### config.mk
export PLATFORM = sky130hd
export DESIGN_NAME = gtn_cell
export DESIGN_NICKNAME = d
export VERILOG_FILES = /design/src/assert_macros.svh /design/src/gtn_pkg.sv /design/src/gtn_cell.sv
export SDC_FILE = /design/constraint.sdc
export NUM_CORES = 1
export LEC_CHECK = 0
export ABC_CLOCK_PERIOD_IN_PS = 30000
export BUFFER_PORTS_ARGS = -buffer_cell sky130_fd_sc_hd__buf_2
export CAP_MARGIN = 20
export CORE_MARGIN = 10
export CORE_UTILIZATION = 42
export CTS_CLUSTER_SIZE = 30
export DETAILED_ROUTE_END_ITERATION = 7
export PLACE_DENSITY = 0.61
export SYNTH_ARGS = -nofsm -noshare
export SYNTH_HDL_FRONTEND = slang
export SYNTH_SLANG_ARGS = --single-unit
export TNS_END_PERCENT = 50
### constraint.sdc
create_clock -name clk -period 30 [get_ports clk]
set_input_delay 6 -clock clk [delete_from_list [all_inputs] [get_ports clk]]
set_output_delay 6 -clock clk [all_outputs]
set_load 0.005 [all_outputs]
### src/assert_macros.svh
// Assertion macros for the tracker RTL.
// Each macro samples on posedge clk and is disabled while rst_n is low.
`ifndef ASSERT_MACROS_SVH
`define ASSERT_MACROS_SVH

// Check that a property holds on every active clock edge.
`define GTN_ASSERT(lbl, prop, msg) \
    lbl: assert property (@(posedge clk) disable iff (!rst_n) (prop)) else $error(msg);

// Check that a condition implies a consequence in the same cycle.
`define GTN_IMPLY(lbl, cond, cons, msg) \
    lbl: assert property (@(posedge clk) disable iff (!rst_n) (cond) |-> (cons)) \
        else $error(msg);

// Check that a condition implies a consequence in the next cycle.
`define GTN_NEXT(lbl, cond, cons, msg) \
    lbl: assert property (@(posedge clk) disable iff (!rst_n) (cond) |=> (cons)) \
        else $error(msg);

`endif

### src/gtn_pkg.sv
// Types and codes for the grouped top-N tracker.
// Used by the channel interfaces, the ranking cell and the top level.
package gtn_pkg;

    typedef enum logic [1:0] {
        OP_INSERT = 2'd0,
        OP_READ   = 2'd1,
        OP_CLEAR  = 2'd2
    } op_t;

    typedef struct packed {
        logic [31:0] key;
        logic [30:0] total;
        logic [30:0] clients;
    } entry_t;

    typedef struct packed {
        logic [1:0]  operation;
        logic [1:0]  group;
        logic [2:0]  rank;
        logic [31:0] key_id;
        logic [30:0] total_value;
        logic [30:0] client_count;
    } req_t;

    typedef struct packed {
        logic        accepted;
        logic [2:0]  placed_rank;
        logic        entry_valid;
        logic [31:0] entry_key;
        logic [30:0] entry_total;
        logic [30:0] entry_clients;
    } rsp_t;

    typedef struct packed {
        logic insert;
        logic clear;
    } cell_ctl_t;

endpackage

### src/gtn_cell.sv
// One rank position of the tracker, holding that rank's entry for every group.
// Compares against the candidate and takes it or its upper neighbor's entry.
// Depends on gtn_pkg.
module gtn_cell
    import gtn_pkg::*;
#(
    parameter int GROUPS = 4,
    parameter int GW     = (GROUPS > 1) ? $clog2(GROUPS) : 1
)
(
    input  logic       clk,
    input  logic       rst_n,
    input  cell_ctl_t  ctl,
    input  logic [GW-1:0] grp,
    input  entry_t     cand,
    input  logic       prev_gt,
    input  logic       prev_valid,
    input  entry_t     prev_entry,
    output logic       gt,
    output logic       place,
    output logic       cur_valid,
    output entry_t     cur_entry
);

    logic   valid_reg [GROUPS];
    entry_t entry_reg [GROUPS];
    logic   take_cand;
    logic   take_prev;

    always_comb
    begin
        cur_valid = valid_reg[grp];
        cur_entry = entry_reg[grp];
        gt        = cur_valid && (cur_entry.total > cand.total);
        take_cand = ctl.insert && !gt && prev_gt;
        take_prev = ctl.insert && !gt && !prev_gt;
        place     = take_cand;
    end

    always_ff @(posedge clk or negedge rst_n)
    begin
        if (!rst_n)
        begin
            for (int i = 0; i < GROUPS; i++)
            begin
                valid_reg[i] <= 1'b0;
            end
        end
        else if (ctl.clear)
        begin
            for (int i = 0; i < GROUPS; i++)
            begin
                valid_reg[i] <= 1'b0;
            end
        end
        else if (take_cand)
        begin
            valid_reg[grp] <= 1'b1;
        end
        else if (take_prev)
        begin
            valid_reg[grp] <= prev_valid;
        end
    end

    always_ff @(posedge clk)
    begin
        if (take_cand)
        begin
            entry_reg[grp] <= cand;
        end
        else if (take_prev)
        begin
            entry_reg[grp] <= prev_entry;
        end
    end

endmodule

==> results of run 1 <==
## logic make-up (layout without fill, tap and decap cells)
family	Yosys count	after routing	share of synthesized area, %
AO/OA/AOI/OAI	24	24	1.07
buffers and inverters	65	410	1.92
AND/OR/NAND/NOR	41	41	1.57
multiplexers	193	193	20.6
adder cells (fa/ha/maj)	31	31	2.47
flip-flops	380	380	72.4
## cell usage after synthesis (2+ instances only)
library cell    n  area (sq um)
buf_2           4          20.0
a221oi_1        2          17.5
nor4_1          2          12.5
a21oi_1        11          55.1
buf_6           7          78.8
ha_1           31           388
clkbuf_1        8          30.0
nor4b_1         2          17.5
mux2_1         60           676
edfxtp_1      376         11300
mux2i_1         4          40.0
nand2_1         9          33.8
mux2_2         34           383
inv_1          33           124
o21ai_0         5          25.0
nand2b_1        6          37.5
mux4_2         95          2140
nand3_1         5          25.0
dfrtp_1         4           100
nor2_1          4          15.0
nand4_1         7          43.8
buf_1          13          48.8
## layer usage
metal,GRT usage [%],vias up,share of wire (%)
met3,4.12,42,8.6
met5,0,-,0
met1,20.0,4112,42
met4,3.62,0,1.6
li1,-,3675,-
met2,23.9,274,47
## per-stage QoR
stage	util, %	cells	instance area, sq um
2_1_floorplan	-	734	15700
3_3_place_gp	48.2	1474	17700
3_5_place_dp	48.2	1474	17700
4_1_cts	51.6	1547	19000
5_1_grt	51.6	1547	19000
6_report	51.6	1547	19000
## critical path: cells and delay by family
kind,cells,cell delay (ns)
buf+inv,3,1.53
compound gates,2,0.48
simple gates,4,1.22
mux,1,0.62
fa+ha+maj,1,0.33
## worst max-delay path by stage
stage / start / end / slack [ns] / depth (start not counted)
after detailed placement: grp[0] / place / 13.65 / 11
final: grp[0] / place / 13.79 / 11
after floorplan: grp[0] / valid_reg[0]$_DFFE_PN0P_ / 10.01 / 11
after CTS: grp[0] / place / 13.63 / 11
after global routing: grp[0] / place / 13.39 / 11
after global placement: grp[0] / place / 13.66 / 11
## power by group
group / switching, uW / internal (uW)
Combinational: 55.9 / 47.0
Sequential: 3.68 / 610
Clock: 194 / 279
## final cells by class
type,count,area (sq um)
Inverter,33,124
Tap cell,468,586
Clock inverter,22,189
Multi-Input combinational cell,289,4070
Clock buffer,51,1070
Fill cell,3040,17800
Timing Repair Buffer,304,1560
Sequential cell,380,11400
==> impl_metrics.toml, run 1 <==
[status]
status = "finished, final reports clean"

[clocking]
cts.repair.resized = 0
post-cts-setup-buffer-count = 0
cts_buffers = 40
clkSinkCount = 380
clk_pin_slew_ns = 0.05
root_buffer = "clkbuf_16"
cts_max_level = 2
postCtsHoldBufs = 0
cts_tree = "built"
clk_path_buf_depth = 3
insertion_delay_ns = 0.53

[yosys]
synth-edff-count = 376
synth-main-ff-cell = "edfxtp_1"
syn_nets = 961
syn_area_sq_um = 15700
ys_types = 34
seq_area_frac_synth_pct = 72.4
ys_ff_latch = 380
yosys_warnings = 0
synthArstFlopShare_pct = 1.05
syn_avg_cell_area_sq_um = 21.4
syn_inst = 734

[pwr]
power_uw = 1190
static-leakage-power_uw = 0.00685
powerDensity_nw_per_um2 = 62.7
peakVddDrop_mv = 0.0369

[timing]
rsz0062_at_grt = "no"
maxSlewHeadroom_pct = 39.5
period_share_pct = 54.0
final_max_slew_viol_count = 0
tightestPinTransition_ns = 0.908
setup_viol = 0
fmax_ghz = 0.0617
fin_tns_setup_ns = 0
hold_viol = 0
layout_min_cycle_time_ns = 16.21
hold_ws_ns = 0.538
fin_ws_ns = 13.79
fin_skew_ns = 0.0127

[hold_path]
holdCritStartpoint = "valid_reg[1]$_DFFE_PN0P_"
holdCritPathClass = "flip-flop to flip-flop"
holdPathEnd = "valid_reg[1]$_DFFE_PN0P_"
whs_path_depth = 2

[route]
drtPass1Iterations = 4
routed_wl_microns = 34000
drc = 0
drt_iter0_markers = 527
wire_per_inst_microns = 22.0
antenna_left = 0
drt-vias-per-instance = 5.24
num_vias = 8103

[floorplanning]
initial_core_util_pct = 42.8
dieArea_sq_um = 45600
die_w_microns = 214
row_count = 70
core_area_sq_um = 36800
boundaryPins = 293
die-height_microns = 214

[critical_path]
r2r-start = "entry_reg[0][44]$_DFFE_PP_"
r2r_cells = 9
critPathSlowestCell = "buf_4"
worstSetupPathType = "input pin to output pin"
ff2ff_setup_slack_ns = 25.44
cp-start-kind = "input pin"
cp_max_fo = 54
crit_path_end_kind = "output pin"
path_cells = "buf_6 -> buf_4 -> mux4_2 -> ha_1 -> nand4_1 -> or4_1 -> o31ai_1 -> a31oi_2 -> or2_2 -> nor2_1 -> buf_2"
crit_arrival_ns = 10.21
r2r_end = "entry_reg[2][8]$_DFFE_PP_"
cp_slowest_stage_delay_ns = 0.82
crit_required_ns = 24.00

[global_routing]
grt_usage_pct = 14.9
antenna_found_initial = 0
grt_pass1_wl_microns = 52100
grt_pass1_vias = 8865
grt_max_degree = 55
grt.overflow.total = 0

[final_layout]
drive_above_1_share_pct = 46.0
nNetsFinal = 1275
layout_commonest_cell = "edfxtp_1"
largest_reg_flops = 376
syn_to_final_growth_pct = 20.7
antennaDiodeCount = 0
layout_common_cells = "376 x edfxtp_1, 290 x buf_2, 95 x mux4_2"

[job]
cap_violations = 0

[placed_design]
gp_congestion = 0.747
place_ws_ns = 13.65
portBuffers = 292
dpl.hpwl_microns = 21900
(Power assumes the default switching activity.)
==> inputs of run 2 (changes only) <==
--- a/config.mk
+++ b/config.mk
@@ -5,7 +5,7 @@
 export SDC_FILE = /design/constraint.sdc
 export NUM_CORES = 1
 export LEC_CHECK = 0
-export ABC_CLOCK_PERIOD_IN_PS = 30000
+export ABC_CLOCK_PERIOD_IN_PS = 16650
 export BUFFER_PORTS_ARGS = -buffer_cell sky130_fd_sc_hd__buf_2
 export CAP_MARGIN = 20
 export CORE_MARGIN = 10
==> constraint.sdc (replaced) <==
create_clock -name clk -period 16.65 [get_ports clk]
set_input_delay 3.33 -clock clk [delete_from_list [all_inputs] [get_ports clk]]
set_output_delay 3.33 -clock clk [all_outputs]
set_load 0.005 [all_outputs]
==> run 2 against run 1 <==
  * Wire length rose by 1.5%
  * Sequential cell count did not move
  * First-iteration DRC count fell by 15%
  * Worst setup slack got worse by 7.9 ns
  * Largest cell class unchanged
==> impl_metrics.toml, run 2 (synthesis gave the netlist of run 1 again) <==
[status]
status = "finished, final reports clean"

[critical_path]
cp-start-kind = "input pin"
crit_end = "place"
r2r_end = "entry_reg[2][66]$_DFFE_PP_"
crit_arrival_ns = 7.39
cp_max_fo = 59
crit_required_ns = 13.32
r2r-start = "entry_reg[3][41]$_DFFE_PP_"
worstSetupPathType = "input pin to output pin"
crit_path_end_kind = "output pin"
r2r_cells = 9
worstSetupStartpoint = "grp[0]"
ff2ff_setup_slack_ns = 12.08

[timing]
layout_min_cycle_time_ns = 10.72
final_max_slew_viol_count = 0
fmax_ghz = 0.0933
period_share_pct = 64.4
tightestPinTransition_ns = 0.865
maxSlewHeadroom_pct = 42.3
hold_viol = 0
fin_skew_ns = 0.0122
setup_viol = 0
rsz0062_at_grt = "no"
fin_ws_ns = 5.93

[clocking]
cts_tree = "built"
clk_pin_slew_ns = 0.06
clk_path_buf_depth = 3
postCtsHoldBufs = 0
root_buffer = "clkbuf_16"
post-cts-setup-buffer-count = 0
cts.repair.resized = 0
cts_buffers = 40
cts_max_level = 2
clkSinkCount = 380
insertion_delay_ns = 0.52

[placed_design]
dpl.hpwl_microns = 22400
gp_congestion = 0.716
place_ws_ns = 5.78
portBuffers = 292

[job]
cap_violations = 0

[floorplanning]
die_w_microns = 214
dieArea_sq_um = 45600
initial_core_util_pct = 42.8
core_area_sq_um = 36800
boundaryPins = 293
row_count = 70
die-height_microns = 214

[route]
drt-vias-per-instance = 5.21
wire_per_inst_microns = 22.4
drt_iter0_markers = 448
drc = 0
antenna_left = 0
num_vias = 8041
routed_wl_microns = 34500
drtPass1Iterations = 4

[final_layout]
layout_commonest_cell = "edfxtp_1"
layout_common_cells = "376 x edfxtp_1, 290 x buf_2, 95 x mux4_2"
fin_util_pct = 51.4
largest_reg_flops = 376
syn_to_final_growth_pct = 20.2
drive_above_1_share_pct = 45.9
nNetsFinal = 1275
fillers = 3042
antennaDiodeCount = 0

[hold_path]
holdCritPathClass = "flip-flop to flip-flop"
holdCritStartpoint = "valid_reg[2]$_DFFE_PN0P_"

[pwr]
swShare_pct = 21.2
clkPwrFrac_pct = 38.4
peakVddDrop_mv = 0.0633
p_comb_share_pct = 8.9
p_int_uw = 1650
powerDensity_nw_per_um2 = 111
static-leakage-power_uw = 0.00682
p_sw_uw = 444
seq_power_share_pct = 52.7

[global_routing]
grt_usage_pct = 15.3
grt_max_degree = 60
grt_pass1_vias = 9152
antenna_found_initial = 0
grt_pass1_wl_microns = 53400
grt.overflow.total = 0
## run 2: power by group through the flow
stage	logic [uW]	clock network (uW)	registers, uW
after floorplan	109	0	1130
after global placement	189	0	1120
after detailed placement	191	0	1130
after CTS	192	825	1110
after global routing	208	867	1110
final	186	805	1110
## run 2: worst min path at each step
stage                                to  slack [ns]  cells past startpoint
6_report       valid_reg[2]$_DFFE_PN0P_        0.54                      2
5_1_grt        valid_reg[2]$_DFFE_PN0P_        0.59                      2
4_1_cts        valid_reg[2]$_DFFE_PN0P_        0.55                      2
3_5_place_dp   valid_reg[2]$_DFFE_PN0P_        0.54                      2
3_3_place_gp   valid_reg[0]$_DFFE_PN0P_        0.53                      2
2_1_floorplan  valid_reg[1]$_DFFE_PN0P_        0.51                      2
## run 2: critical path: stages
cell	delay (ns)
buf_6	0.62
buf_4	0.77
mux4_2	0.61
ha_1	0.33
nand3_1	0.08
or4_1	0.47
o31ai_1	0.30
a31oi_2	0.15
or2_2	0.38
nor2_1	0.10
buf_2	0.12
## run 2: routing by layer
layer	GRT usage (%)	routed length (microns)
met1	20.2	14500
met4	3.15	495
met3	4.28	2670
met5	0	0
met2	24.9	16800
## run 2: per-stage QoR
stage               cells  hold WS [ns]  total power [uW]  TNS, ns  area (sq um)
detailed placement   1474         0.538              1320        0         17700
global placement     1474         0.526              1310        0         17700
CTS                  1543         0.550              2120        0         18900
global route         1543         0.586              2180        0         18900
floorplan             734         0.509              1240   -99.28         15700
finish               1543         0.545              2100        0         18900
## run 2: layout make-up
cell class	count	area, sq um	share of cell area (%)
well taps	468	586	3.10
multi-input cells	289	4070	21.5
repair buffers	304	1560	8.25
clock buffers	56	1120	5.93
flip-flops and latches	380	11400	60.2
clock inverters	13	62.6	0.331
inverters	33	124	0.655
